==> src/sv/cmpc_pkg.sv <==
// ----------------------------------------------------------------------------
// cmpc_pkg
// Shared constants, types and the arctangent table for the compass heading
// pipeline.
// ----------------------------------------------------------------------------
package cmpc_pkg;

  localparam int SAMPLE_BITS_DEF  = 12;
  localparam int CORDIC_STEPS_DEF = 16;

  // Fraction bits of the fixed-point vector and angle words.
  localparam int FRAC_BITS  = 16;
  // Headroom above the scaled sample for the quadrant turn and CORDIC gain.
  localparam int GUARD_BITS = 3;

  // Angle accumulator: hundredths of a degree times 2^16.
  localparam int ACC_W = 33;
  localparam int RAW_W = ACC_W - FRAC_BITS;

  localparam int CFG_ADDR_W = 2;
  localparam int CFG_DATA_W = 16;
  localparam int HEAD_W     = 16;
  localparam int CARD_W     = 2;

  // Width of the summed heading before the wrap, and of its biased form.
  localparam int SUMX_W = 20;
  localparam int SUM_W  = 18;

  localparam logic [CFG_ADDR_W-1:0] REG_DECLINATION = 2'd0;
  localparam logic [CFG_ADDR_W-1:0] REG_MOUNT       = 2'd1;

  localparam logic [CFG_DATA_W-1:0] DECLINATION_RST = 16'd201;
  localparam logic [CFG_DATA_W-1:0] MOUNT_RST       = 16'd9000;

  localparam logic signed [ACC_W-1:0] QUARTER_ACC = 33'sd589824000;
  localparam logic signed [ACC_W-1:0] ROUND_HALF  = 33'sd32768;

  // Four full turns lift every possible sum above zero before the wrap.
  localparam logic signed [SUMX_W-1:0] WRAP_BIAS = 20'sd144000;
  localparam logic [SUM_W-1:0] TURN_1 = 18'd36000;
  localparam logic [SUM_W-1:0] TURN_2 = 18'd72000;
  localparam logic [SUM_W-1:0] TURN_3 = 18'd108000;
  localparam logic [SUM_W-1:0] TURN_4 = 18'd144000;
  localparam logic [SUM_W-1:0] TURN_5 = 18'd180000;

  localparam logic [HEAD_W-1:0] FULL_TURN  = 16'd36000;
  localparam logic [HEAD_W-1:0] BOUND_EAST  = 16'd4500;
  localparam logic [HEAD_W-1:0] BOUND_SOUTH = 16'd13500;
  localparam logic [HEAD_W-1:0] BOUND_WEST  = 16'd22500;
  localparam logic [HEAD_W-1:0] BOUND_NORTH = 16'd31500;

  typedef enum logic [CARD_W-1:0] {
    CARD_NORTH = 2'd0,
    CARD_EAST  = 2'd1,
    CARD_SOUTH = 2'd2,
    CARD_WEST  = 2'd3
  } cardinal_t;

  // Control that travels with each word down the pipeline.
  typedef struct packed {
    logic valid;
    logic zero;
  } stage_ctl_t;

  // round(atan(2^-i) in degrees * 100 * 2^16)
  function automatic logic signed [ACC_W-1:0] atan_entry(input int unsigned idx);
    case (idx)
      0:       return 33'sd294912000;
      1:       return 33'sd174096719;
      2:       return 33'sd91987925;
      3:       return 33'sd46694507;
      4:       return 33'sd23437865;
      5:       return 33'sd11730358;
      6:       return 33'sd5866610;
      7:       return 33'sd2933484;
      8:       return 33'sd1466764;
      9:       return 33'sd733385;
      10:      return 33'sd366693;
      11:      return 33'sd183346;
      12:      return 33'sd91673;
      13:      return 33'sd45837;
      14:      return 33'sd22918;
      15:      return 33'sd11459;
      16:      return 33'sd5730;
      17:      return 33'sd2865;
      18:      return 33'sd1432;
      19:      return 33'sd716;
      20:      return 33'sd358;
      21:      return 33'sd179;
      22:      return 33'sd90;
      23:      return 33'sd45;
      default: return '0;
    endcase
  endfunction

endpackage

==> src/sv/cmpc_prerot.sv <==
// ----------------------------------------------------------------------------
// cmpc_prerot
// Input stage: scales the sample, turns left half-plane vectors into the
// right half-plane and seeds the angle accumulator.
// ----------------------------------------------------------------------------
module cmpc_prerot #(
  parameter int SAMPLE_BITS = cmpc_pkg::SAMPLE_BITS_DEF
) (
  input  logic                                                   clk,
  input  logic                                                   rst,
  input  logic                                                   in_valid,
  output logic                                                   in_ready,
  input  logic signed [SAMPLE_BITS-1:0]                          field_x,
  input  logic signed [SAMPLE_BITS-1:0]                          field_y,
  output cmpc_pkg::stage_ctl_t                                   ctl,
  input  logic                                                   out_ready,
  output logic signed [SAMPLE_BITS+cmpc_pkg::FRAC_BITS+cmpc_pkg::GUARD_BITS-1:0] x,
  output logic signed [SAMPLE_BITS+cmpc_pkg::FRAC_BITS+cmpc_pkg::GUARD_BITS-1:0] y,
  output logic signed [cmpc_pkg::ACC_W-1:0]                      acc
);
  import cmpc_pkg::*;

  localparam int W = SAMPLE_BITS + FRAC_BITS + GUARD_BITS;

  logic signed [W-1:0]     x0;
  logic signed [W-1:0]     y0;
  logic signed [W-1:0]     x_next;
  logic signed [W-1:0]     y_next;
  logic signed [ACC_W-1:0] acc_next;
  logic                    zero_next;

  assign x0 = {{GUARD_BITS{field_x[SAMPLE_BITS-1]}}, field_x, {FRAC_BITS{1'b0}}};
  assign y0 = {{GUARD_BITS{field_y[SAMPLE_BITS-1]}}, field_y, {FRAC_BITS{1'b0}}};

  always_comb begin
    zero_next = (field_x == '0) && (field_y == '0);
    x_next    = x0;
    y_next    = y0;
    acc_next  = '0;
    if (x0[W-1]) begin
      if (!y0[W-1]) begin
        x_next   = y0;
        y_next   = -x0;
        acc_next = QUARTER_ACC;
      end else begin
        x_next   = -y0;
        y_next   = x0;
        acc_next = -QUARTER_ACC;
      end
    end
  end

  assign in_ready = !ctl.valid || out_ready;

  always_ff @(posedge clk) begin
    if (rst) begin
      ctl.valid <= 1'b0;
    end else if (in_ready) begin
      ctl.valid <= in_valid;
    end
    if (in_ready && in_valid) begin
      ctl.zero <= zero_next;
      x        <= x_next;
      y        <= y_next;
      acc      <= acc_next;
    end
  end

endmodule

==> config.mk <==
export PLATFORM = sky130hd
export DESIGN_NAME = cmpc_prerot
export DESIGN_NICKNAME = d
export VERILOG_FILES = /design/src/sv/cmpc_pkg.sv /design/src/sv/cmpc_prerot.sv
export SDC_FILE = /design/constraint.sdc
export NUM_CORES = 1
export LEC_CHECK = 0
export BUFFER_PORTS_ARGS = -buffer_cell sky130_fd_sc_hd__buf_2
export CAP_MARGIN = 25
export CELL_PAD_IN_SITES_DETAIL_PLACEMENT = 1
export CELL_PAD_IN_SITES_GLOBAL_PLACEMENT = 1
export CORE_MARGIN = 2
export CORE_UTILIZATION = 33
export CTS_BUF_LIST = sky130_fd_sc_hd__clkbuf_4
export DETAILED_ROUTE_END_ITERATION = 7
export PLACE_DENSITY = 0.92
export SYNTH_ARGS = -nofsm -noshare
export SYNTH_HDL_FRONTEND = slang
export SYNTH_SLANG_ARGS = --single-unit
export TNS_END_PERCENT = 5
==> constraint.sdc <==
create_clock -name clk -period 1.8 [get_ports clk]
set_input_delay 0.09 -clock clk [delete_from_list [all_inputs] [get_ports clk]]
set_output_delay 0.09 -clock clk [all_outputs]
set_load 0.01 [all_outputs]
[After elaboration in Yosys (flattened, before gate mapping)]
Index checks and enable logic that the tools add are counted.
Word-level totals
  word-level logic and storage cells: 23
  bits of input ports: 28
  register bits: 97
Operators by class
  reduce and logical (&&, ||, !) cells: 8
  add/sub/neg operators: 2
  bitwise logic cells: 1
  muxes and demuxes: 5
Operators by type and width (number)
  $mux W31: 2
  $neg A28 Y31: 2
  $mux W27: 2
  $mux W33: 1
  $logic_not A12 Y1: 2
  $logic_and A1 B1 Y1: 2
  $reduce_and A2 Y1: 1
  $reduce_or A2 Y1: 1
  $logic_not A1 Y1: 1
  $logic_or A1 B1 Y1: 1
  $not A1 Y1: 1

[Logic depth before layout (Yosys ltp)]
Gate-level depths: netlist of run 1.
  depth after elaboration: 3
  gate-level depth with buffers: 6
  depth with buffers taken out: 6

[Worst setup path after synthesis of run 1]
No wires, ideal clock.
  path kind: reg2reg
  from: register ctl[1] (netlist name)
  to: register acc[19] (netlist name), enable pin
  data arrival time: 1330 ps
  cell stages (with the launch flop): 3
  path buffers: 0
  setup time: 393 ps
  path slack: 77 ps
  cells stage by stage: dfxtp_1 > nand2b_1 > and2_1
Between the ends
  cells in the longest elaborated chain, start to end: 3
RTL lines
  start, declared: line cmpc_prerot.sv:15  | output cmpc_pkg::stage_ctl_t ctl,
  $logic_not A1 Y1: line cmpc_prerot.sv:53  | assign in_ready = !ctl.valid || out_ready;
  $logic_or A1 B1 Y1: line cmpc_prerot.sv:53
  net in_ready: line cmpc_prerot.sv:12  | output logic in_ready,
  $logic_and A1 B1 Y1: line cmpc_prerot.sv:61  | if (in_ready && in_valid) begin
  end signal, assigned: line cmpc_prerot.sv:65  | acc <= acc_next;
  end, declared: line cmpc_prerot.sv:19  | output logic signed [cmpc_pkg::ACC_W-1:0] acc
The timed path passes the listed nets, and every way through them passes these cells.
A chain may end at the register's enable or synchronous reset.

[Worst setup path in the final report of run 1]
  from: input field_y[0]
  to: register ctl[0] (netlist name), data pin
Between the ends
  cells in the longest elaborated chain, start to end: 2
RTL lines
  start, declared: line cmpc_prerot.sv:14  | input logic signed [SAMPLE_BITS-1:0] field_y,
  $logic_not A12 Y1: line cmpc_prerot.sv:36  | zero_next = (field_x == '0) && (field_y == '0);
  $logic_and A1 B1 Y1: line cmpc_prerot.sv:36
  net zero_next: line cmpc_prerot.sv:30  | logic zero_next;
The timed path passes the listed nets, and every way through them passes these cells.

==> results_dict.tcl, run 1 <==
set metrics [dict create \
    design_area_sq_um 2520 \
    dpl_cell_area_sq_um 2420 \
    vias 1673 \
    synth-edff-count 33 \
    final_max_slew_viol_count 0 \
    slew_headroom_pct 64.8 \
    yosys.area.top_type "edfxtp_1" \
    multi_input_area_sq_um 897 \
    cp_data_required_time_ns 1.90 \
    reg2reg_from "ctl[1]$_SDFFE_PP0N_" \
    crit_family "simple AND/OR/NAND/NOR gates" \
    max_stage_delay_ns 0.53 \
    antenna_found_initial 0 \
    status "completed" \
    cp_max_fo 5 \
    ant_nets 0 \
    ctsResizeCount 0 \
    dp_hpwl_um 3870 \
    fmax_mhz 644 \
    grt_max_degree 39 \
    yosys-top-cells-area "edfxtp_1 44%, buf_4 21%, a21oi_1 4.9%, nor2_1 3.8%, xnor2_1 3.5%" \
    firstDrtPassIters 4 \
    critPathLaunchType "primary input" \
    crit_type "primary input to flop" \
    dieArea_sq_um 7490 \
    hold_ws_ns 0.117 \
    path_cells "buf_2, inv_1, ha_1, or3b_2, nor4b_1, nor4bb_1" \
    fillCellCount 801 \
    start_util_pct 33.7 \
    min_from "field_y[0]" \
    cts_buffer_depth 2 \
    layout_commonest_cell "buf_2" \
    antennaDiodeCount 0 \
    ios 126 \
    rsz0062_at_grt "false" \
    syn_inst 228 \
    die_height_um 86.6 \
    grt_overflow 0 \
    r2r_setup_slack_ns 0.51 \
    path_clk_slew_ns 0.12 \
    finalHoldViolCount 0 \
    seqCellArea_sq_um 1010 \
    final_nets 323 \
    ys.flop_type "edfxtp_1" \
    async_reset_ff_share_pct 0 \
    end_kind "flop" \
    grt_pass1_vias 1624 \
    via_per_inst 4.47 \
    maxCapViolCount 0 \
    finalCritPeriodShare_pct 86.2 \
    crit_buf_inv 2 \
    syn_area_per_cell_sq_um 9.87 \
    postRouteWirelength_um 5280 \
    syn-cell-area_sq_um 2250 \
    yosys_register_bits 34 \
    crit_slowest_cell "or3b_2" \
    drcViolationCount 0 \
    arrival_ns 1.65 \
    finalSetupViolations 0 \
    gp_congestion 0.853 \
    cts.htree.levels 2 \
    grt_pass1_wl_um 7890 \
    syn_to_final_growth_pct 12.1 \
    power.leakage_nw 1.13 \
    clock-sinks 34 \
    dr.first_iter.drc_count 101 \
    ys_seq_area_share_pct 44.9 \
    synth_top_area_share_pct 44.0 \
    core_area_sq_um 6680 \
    reg2reg_depth 3 \
    r2r-end "ctl[0]$_DFFE_PP_" \
    worstMarginPinSlew_ns 0.523 \
    cts-root-buf "clkbuf_4" \
    hold_end "x[16]$_DFFE_PP_" \
    post_cts_buffers 0 \
    yosysWarnings 0 \
    clk_latency_ns 0.34 \
    cts_buffers 5 \
    grt_usage_pct 13.5 \
    fin_skew_ns 0.00857 \
    rows 30 \
    die_w_um 86.6 \
    synth.distinct_cells 37 \
    io_buffers 74 \
    cts_tree "done" \
    mostFrequentLayoutCells "74 x buf_2, 54 x conb_1, 33 x edfxtp_1" \
    whs_path_depth 3 \
    drive_above_1_share_pct 30.6 \
    vdd.ir_drop.worst_uv 250 \
    p_per_area_nw_per_um2 761 \
    wl_per_cell_um 14.1 \
    min_path_type "primary input to flop" \
    finalCriticalPeriod_ns 1.55 \
]
## cell type report
| class | count | area share, % |
|---|---|---|
| Multi-Input combinational cell | 166 | 35.6 |
| Inverter | 8 | 1.19 |
| Clock buffer | 5 | 1.49 |
| Timing Repair Buffer | 78 | 16.1 |
| Sequential cell | 34 | 40.1 |
| Tap cell | 80 | 3.97 |
| Clock inverter | 3 | 1.59 |
## sequential cells by signal (all words and copies together), names as in the netlist
signal / count
acc: 3
ctl: 2
x: 15
y: 14
## repair_timing
item                                    in CTS  in global routing
hold buffers                                 2                  0
endpoints found under the setup margin       0                  0
endpoints found under the hold margin        1                  0
## cell families after synthesis
| logic type | synth area share, % |
|---|---|
| simple gates | 12.4 |
| buf+inv | 24.0 |
| xor+xnor | 6.23 |
| flops | 44.9 |
| compound gates | 9.57 |
| mux | 1.56 |
| fa+ha+maj | 1.11 |
| other cells | 0.167 |
## power by group
part | internal (mW) | switching, mW
sequential | 0.938 | 0.0159
clock | 0.288 | 0.272
combinational | 0.140 | 0.265
total | 1.37 | 0.553
## tightest hold or removal path, cell delays in order
cell and delay [ns]:
buf_2 0.12, nand2_1 0.06, o21ai_0 0.07
## cell usage after synthesis, types with 2 or more instances
cell type	n
a21oi_1	22
buf_1	3
buf_4	63
clkbuf_1	7
edfxtp_1	33
ha_1	2
inv_1	8
mux2i_1	2
nand2_1	6
nand2b_1	2
nand4_1	2
nor2_1	23
nor3_1	6
nor4_1	3
o21ai_0	4
o31ai_1	4
or3_1	3
or4_1	2
xnor2_1	9
xor2_1	7
## layer usage
layer	vias up	track usage, %	part of all wire [%]
met1	783	14.5	38
li1	800	-	-
met4	0	5.54	1.4
met2	84	25.9	54
met5	-	0	0
met3	6	2.38	6.5
## worst max-delay path by stage
| stage | startpoint | endpoint | slack (ns) | cells after the start |
|---|---|---|---|---|
| final | field_y[0] | ctl[0]$_DFFE_PP_ | 0.25 | 6 |
| after global routing | field_y[0] | ctl[0]$_DFFE_PP_ | 0.18 | 6 |
| after CTS | field_y[0] | ctl[0]$_DFFE_PP_ | 0.26 | 6 |
| after detailed placement | field_y[1] | ctl[0]$_DFFE_PP_ | -0.08 | 6 |
| after global placement | field_y[0] | x[26]$_DFFE_PP_ | 0.05 | 7 |
| after floorplan | ctl[1]$_SDFFE_PP0N_ | acc[19]$_SDFFCE_PN0P_ | 0.08 | 2 |
## through the flow
| stage | TNS (ns) | util, % | worst slack (ns) | std cells | power [mW] |
|---|---|---|---|---|---|
| after floorplan | 0 | - | 0.0771 | 281 | 1.31 |
| after global placement | 0 | 36.3 | 0.0538 | 364 | 1.35 |
| after detailed placement | -0.0805 | 36.3 | -0.0805 | 364 | 1.37 |
| after CTS | 0 | 37.7 | 0.257 | 374 | 1.93 |
| after global routing | 0 | 37.7 | 0.182 | 374 | 2.00 |
| final | 0 | 37.7 | 0.248 | 374 | 1.92 |
Power figures use the tool's default switching activity.
==> inputs of run 2 (changes only) <==
- RECOVER_POWER: default -> 50
==> results_dict.tcl, run 2 (synthesized netlist as in run 1, its figures left out) <==
set metrics [dict create \
    r2r-end "ctl[0]$_DFFE_PP_" \
    cts_buffers 5 \
    cp_max_fo 5 \
    start_util_pct 33.7 \
    final_nets 323 \
    dpl_cell_area_sq_um 2420 \
    path_cells "buf_2, inv_1, ha_1, or3b_2, nor4b_1, nor4bb_1" \
    fmax_mhz 649 \
    firstDrtPassIters 4 \
    finalCritPeriodShare_pct 85.7 \
    cts-root-buf "clkbuf_4" \
    place_ws_ns -0.0805 \
    ctsResizeCount 0 \
    antennaDiodeCount 0 \
    finalSetupViolations 0 \
    slew_headroom_pct 54.7 \
    wl_per_cell_um 14.3 \
    cts_buffer_depth 2 \
    hold_end "x[16]$_DFFE_PP_" \
    post_cts_buffers 0 \
    cts_tree "done" \
    ios 126 \
    layout_commonest_cell "conb_1" \
    gp_congestion 0.853 \
    die_w_um 86.6 \
    end_kind "flop" \
    instances_no_fill 374 \
    syn_to_final_growth_pct 9.73 \
    min_from "field_y[0]" \
    largestRegisters "x (15), y (14), acc (3)" \
    crit_slowest_cell "or3b_2" \
    grt_overflow 0 \
    fin_skew_ns 0.00773 \
    mostFrequentLayoutCells "54 x conb_1, 40 x clkbuf_1, 34 x buf_2" \
    antenna_found_initial 0 \
    design_area_sq_um 2470 \
    cts_hold_buf 2 \
    crit_buf_inv 2 \
    reg2reg_from "ctl[1]$_SDFFE_PP0N_" \
    largest_reg_flops 15 \
    via_per_inst 4.52 \
    cp_data_required_time_ns 1.91 \
    clk_latency_ns 0.34 \
    finalCriticalPeriod_ns 1.54 \
    worstMarginPinSlew_ns 0.680 \
    cts.htree.levels 2 \
    dieArea_sq_um 7490 \
    arrival_ns 1.65 \
    finalHoldViolCount 0 \
    vdd.ir_drop.worst_uv 255 \
    path_clk_slew_ns 0.12 \
    reg2reg_depth 3 \
    whs_path_depth 3 \
    die_height_um 86.6 \
    r2r_setup_slack_ns 0.50 \
    p_per_area_nw_per_um2 774 \
    crit_type "primary input to flop" \
    postRouteWirelength_um 5350 \
    power.leakage_nw 1.02 \
    critPathLaunchType "primary input" \
    maxCapViolCount 0 \
    drcViolationCount 0 \
    largest-register "x" \
    fin_ws_ns 0.258 \
    hold_ws_ns 0.117 \
    grt_pass1_wl_um 7890 \
    worstSetupStartpoint "field_y[0]" \
    rsz0062_at_grt "false" \
    vias 1691 \
    max_stage_delay_ns 0.53 \
    clock-sinks 34 \
    dr.first_iter.drc_count 120 \
    dp_hpwl_um 3870 \
    grt_usage_pct 13.5 \
    io_buffers 74 \
    grt_pass1_vias 1624 \
    drive_above_1_share_pct 17.0 \
    grt_max_degree 39 \
    core_area_sq_um 6680 \
    fillCellCount 810 \
    rows 30 \
    final_max_slew_viol_count 0 \
    ant_nets 0 \
    crit_family "simple AND/OR/NAND/NOR gates" \
    placed_cells 364 \
    status "completed" \
    min_path_type "primary input to flop" \
]
## run 2: worst max path at each step
| stage | slack [ns] | cells past startpoint | end |
|---|---|---|---|
| final | 0.26 | 6 | ctl[0]$_DFFE_PP_ |
| after global routing | 0.18 | 6 | ctl[0]$_DFFE_PP_ |
| after CTS | 0.26 | 6 | ctl[0]$_DFFE_PP_ |
| after detailed placement | -0.08 | 6 | ctl[0]$_DFFE_PP_ |
| after global placement | 0.05 | 7 | x[26]$_DFFE_PP_ |
| after floorplan | 0.08 | 2 | acc[19]$_SDFFCE_PN0P_ |
## run 2: metrics by stage
stage                     total power, mW  util (%)  setup TNS [ns]
after global routing                 1.99      36.9               0
final                                1.91      36.9               0
after global placement               1.35      36.3               0
after detailed placement             1.37      36.3         -0.0805
after CTS                            1.93      37.7               0
after floorplan                      1.31         -               0
## run 2: worst register-to-register path: stages (launching register included)
cell and delay, ns:
dfxtp_1 0.33, nand2b_1 0.11, and2_1 0.13, buf_4 0.37
## run 2: layout make-up
cell class                 count  area (sq um)  area share (%)
inverter                       8          30.0            1.22
multi-input combinational    166           897            36.3
timing repair buffer          78           353            14.3
sequential                    34          1010            41.0
clock inverter                 3          40.0            1.62
clock buffer                   5          37.5            1.52
tap                           80           100            4.05
## run 2: layer usage
metal,vias up,global-route usage [%],part of all wire (%)
li1,798,-,-
met1,794,14.5,38
met2,91,25.9,54
met3,8,2.38,7.1
met4,0,5.54,1.6
met5,-,0,0
## run 2: power breakdown
part	switching (mW)	leakage (nW)	internal, mW
combinational	0.266	0.652	0.123
clock	0.278	0.0450	0.288
sequential	0.0177	0.326	0.938
total	0.561	1.02	1.35
==> inputs of run 3 (changes only) <==
- CORE_UTILIZATION: 33 -> 30
- PLACE_DENSITY: 0.92 -> 0.88
- SKIP_LAST_GASP: default -> 1
- clock period: 1.8 -> 1.3 ns (I/O delays scaled with it)
==> results_dict.tcl, run 3 (synthesized netlist as in run 1, its figures left out) <==
set metrics [dict create \
    status "complete, but fails checks" \
    violations "negative setup slack" \
    busiest_layer "met2" \
    placed_cells 411 \
    path_clk_slew_ns 0.11 \
    vdd.ir_drop.worst_uv 356 \
    finalCriticalPeriod_ns 1.36 \
    multi_input_area_sq_um 942 \
    fmax_mhz 734 \
    clk_latency_ns 0.34 \
    min_path_type "primary input to flop" \
    post_cts_buffers 0 \
    finalHoldViolCount 0 \
    cts-root-buf "clkbuf_4" \
    gp_congestion 0.843 \
    dieArea_sq_um 8210 \
    hold_ws_ns 0.0563 \
    dpl_cell_area_sq_um 2670 \
    p_per_area_nw_per_um2 919 \
    end_kind "flop" \
    finalSetupViolations 4 \
    fin_ws_ns -0.0618 \
    via_per_inst 4.44 \
    rows 31 \
    power.leakage_nw 1.26 \
    ios 126 \
    gr-usage-met2_pct 26.7 \
    grt_max_degree 34 \
    grt_overflow 0 \
    dp_hpwl_um 4610 \
    cp_max_fo 5 \
    clock-sinks 34 \
    wl_per_cell_um 14.6 \
    ant_nets 0 \
    fin_skew_ns 0.0157 \
    final_nets 351 \
    critPathLaunchType "primary input" \
    drcViolationCount 0 \
    place_ws_ns -0.574 \
    io_buffers 74 \
    largest-register "x" \
    core_area_sq_um 7250 \
    rsz0062_at_grt "true" \
    antenna_found_initial 0 \
    grt_pass1_vias 1890 \
    postLayoutCoreUtil_pct 38.3 \
    seqCellArea_sq_um 1010 \
    maxCapViolCount 0 \
    cp-endpoint "ctl[0]$_DFFE_PP_" \
    arrival_ns 1.51 \
    largestRegisters "x (15), y (14), acc (3)" \
    cts_tree "done" \
    tns_ns -0.0986 \
    cts_buffers 5 \
    cp_data_required_time_ns 1.45 \
    firstDrtPassIters 4 \
    r2r-end "x[23]$_DFFE_PP_" \
    reg2reg_from "ctl[1]$_SDFFE_PP0N_" \
    total_power_mw 2.55 \
    cts.htree.levels 2 \
    r2r_setup_slack_ns 0.06 \
    die_height_um 90.6 \
    design_area_sq_um 2780 \
    dr.first_iter.drc_count 95 \
    final_max_slew_viol_count 0 \
    vias 1874 \
    largest_reg_flops 15 \
    finalCritPeriodShare_pct 105 \
    instances_no_fill 422 \
    grt_util_met1_pct 15.0 \
    reg2reg_depth 2 \
    worstSetupStartpoint "field_y[0]" \
    crit_type "primary input to flop" \
    fillCellCount 881 \
    syn_to_final_growth_pct 23.5 \
    grt_use_met3_pct 3.84 \
    layout_commonest_cell "buf_2" \
    cts_buffer_depth 2 \
    drive_above_1_share_pct 38.2 \
    postRouteWirelength_um 6150 \
    grt_usage_pct 14.6 \
    mostFrequentLayoutCells "73 x buf_2, 54 x conb_1, 33 x edfxtp_1" \
    start_util_pct 31.0 \
    die_w_um 90.6 \
    grt_pass1_wl_um 9450 \
]
[run 3: worst min-delay path by stage]
| stage | cells past startpoint | slack [ns] | from | endpoint |
|---|---|---|---|---|
| floorplan | 1 | 0.13 | rst | ctl[1]$_SDFFE_PP0N_ |
| global placement | 2 | 0.22 | rst | ctl[1]$_SDFFE_PP0N_ |
| detailed placement | 2 | 0.23 | rst | ctl[1]$_SDFFE_PP0N_ |
| CTS | 1 | 0.05 | field_x[11] | acc[19]$_SDFFCE_PN0P_ |
| global route | 1 | 0.05 | field_x[11] | acc[19]$_SDFFCE_PN0P_ |
| finish | 1 | 0.06 | field_x[11] | acc[19]$_SDFFCE_PN0P_ |
[run 3: metal layers]
metal	wire length [um]	vias to the layer above
li1	-	855
met1	2230	875
met2	3160	123
met3	554	21
met4	208	0
met5	0	-
[run 3: timing repair]
item / in CTS / in global routing
hold buffers: 2 / 0
endpoints found under the setup margin: 6 / 41
pin swaps: 0 / 0
resized for setup: 4 / 4
endpoints found under the hold margin: 1 / 0
[run 3: critical path: stages]
cell and delay (ns):
buf_2 0.13, inv_1 0.08, ha_1 0.17, or3b_4 0.45
nor4b_1 0.34, nor4bb_2 0.28
[run 3: layout make-up]
class                      instances  area share (%)
clock buffer                       6            1.62
tap                               99            4.46
sequential                        34            36.4
multi-input combinational        166            33.9
antenna                            1          0.0901
timing repair buffer             106            22.1
clock inverter                     2           0.315
inverter                           8            1.08
[run 3: power breakdown]
part / total (mW) / internal (mW) / switching, mW
Sequential: 1.32 / 1.30 / 0.0248
Clock: 0.579 / 0.224 / 0.355
Combinational: 0.649 / 0.248 / 0.401
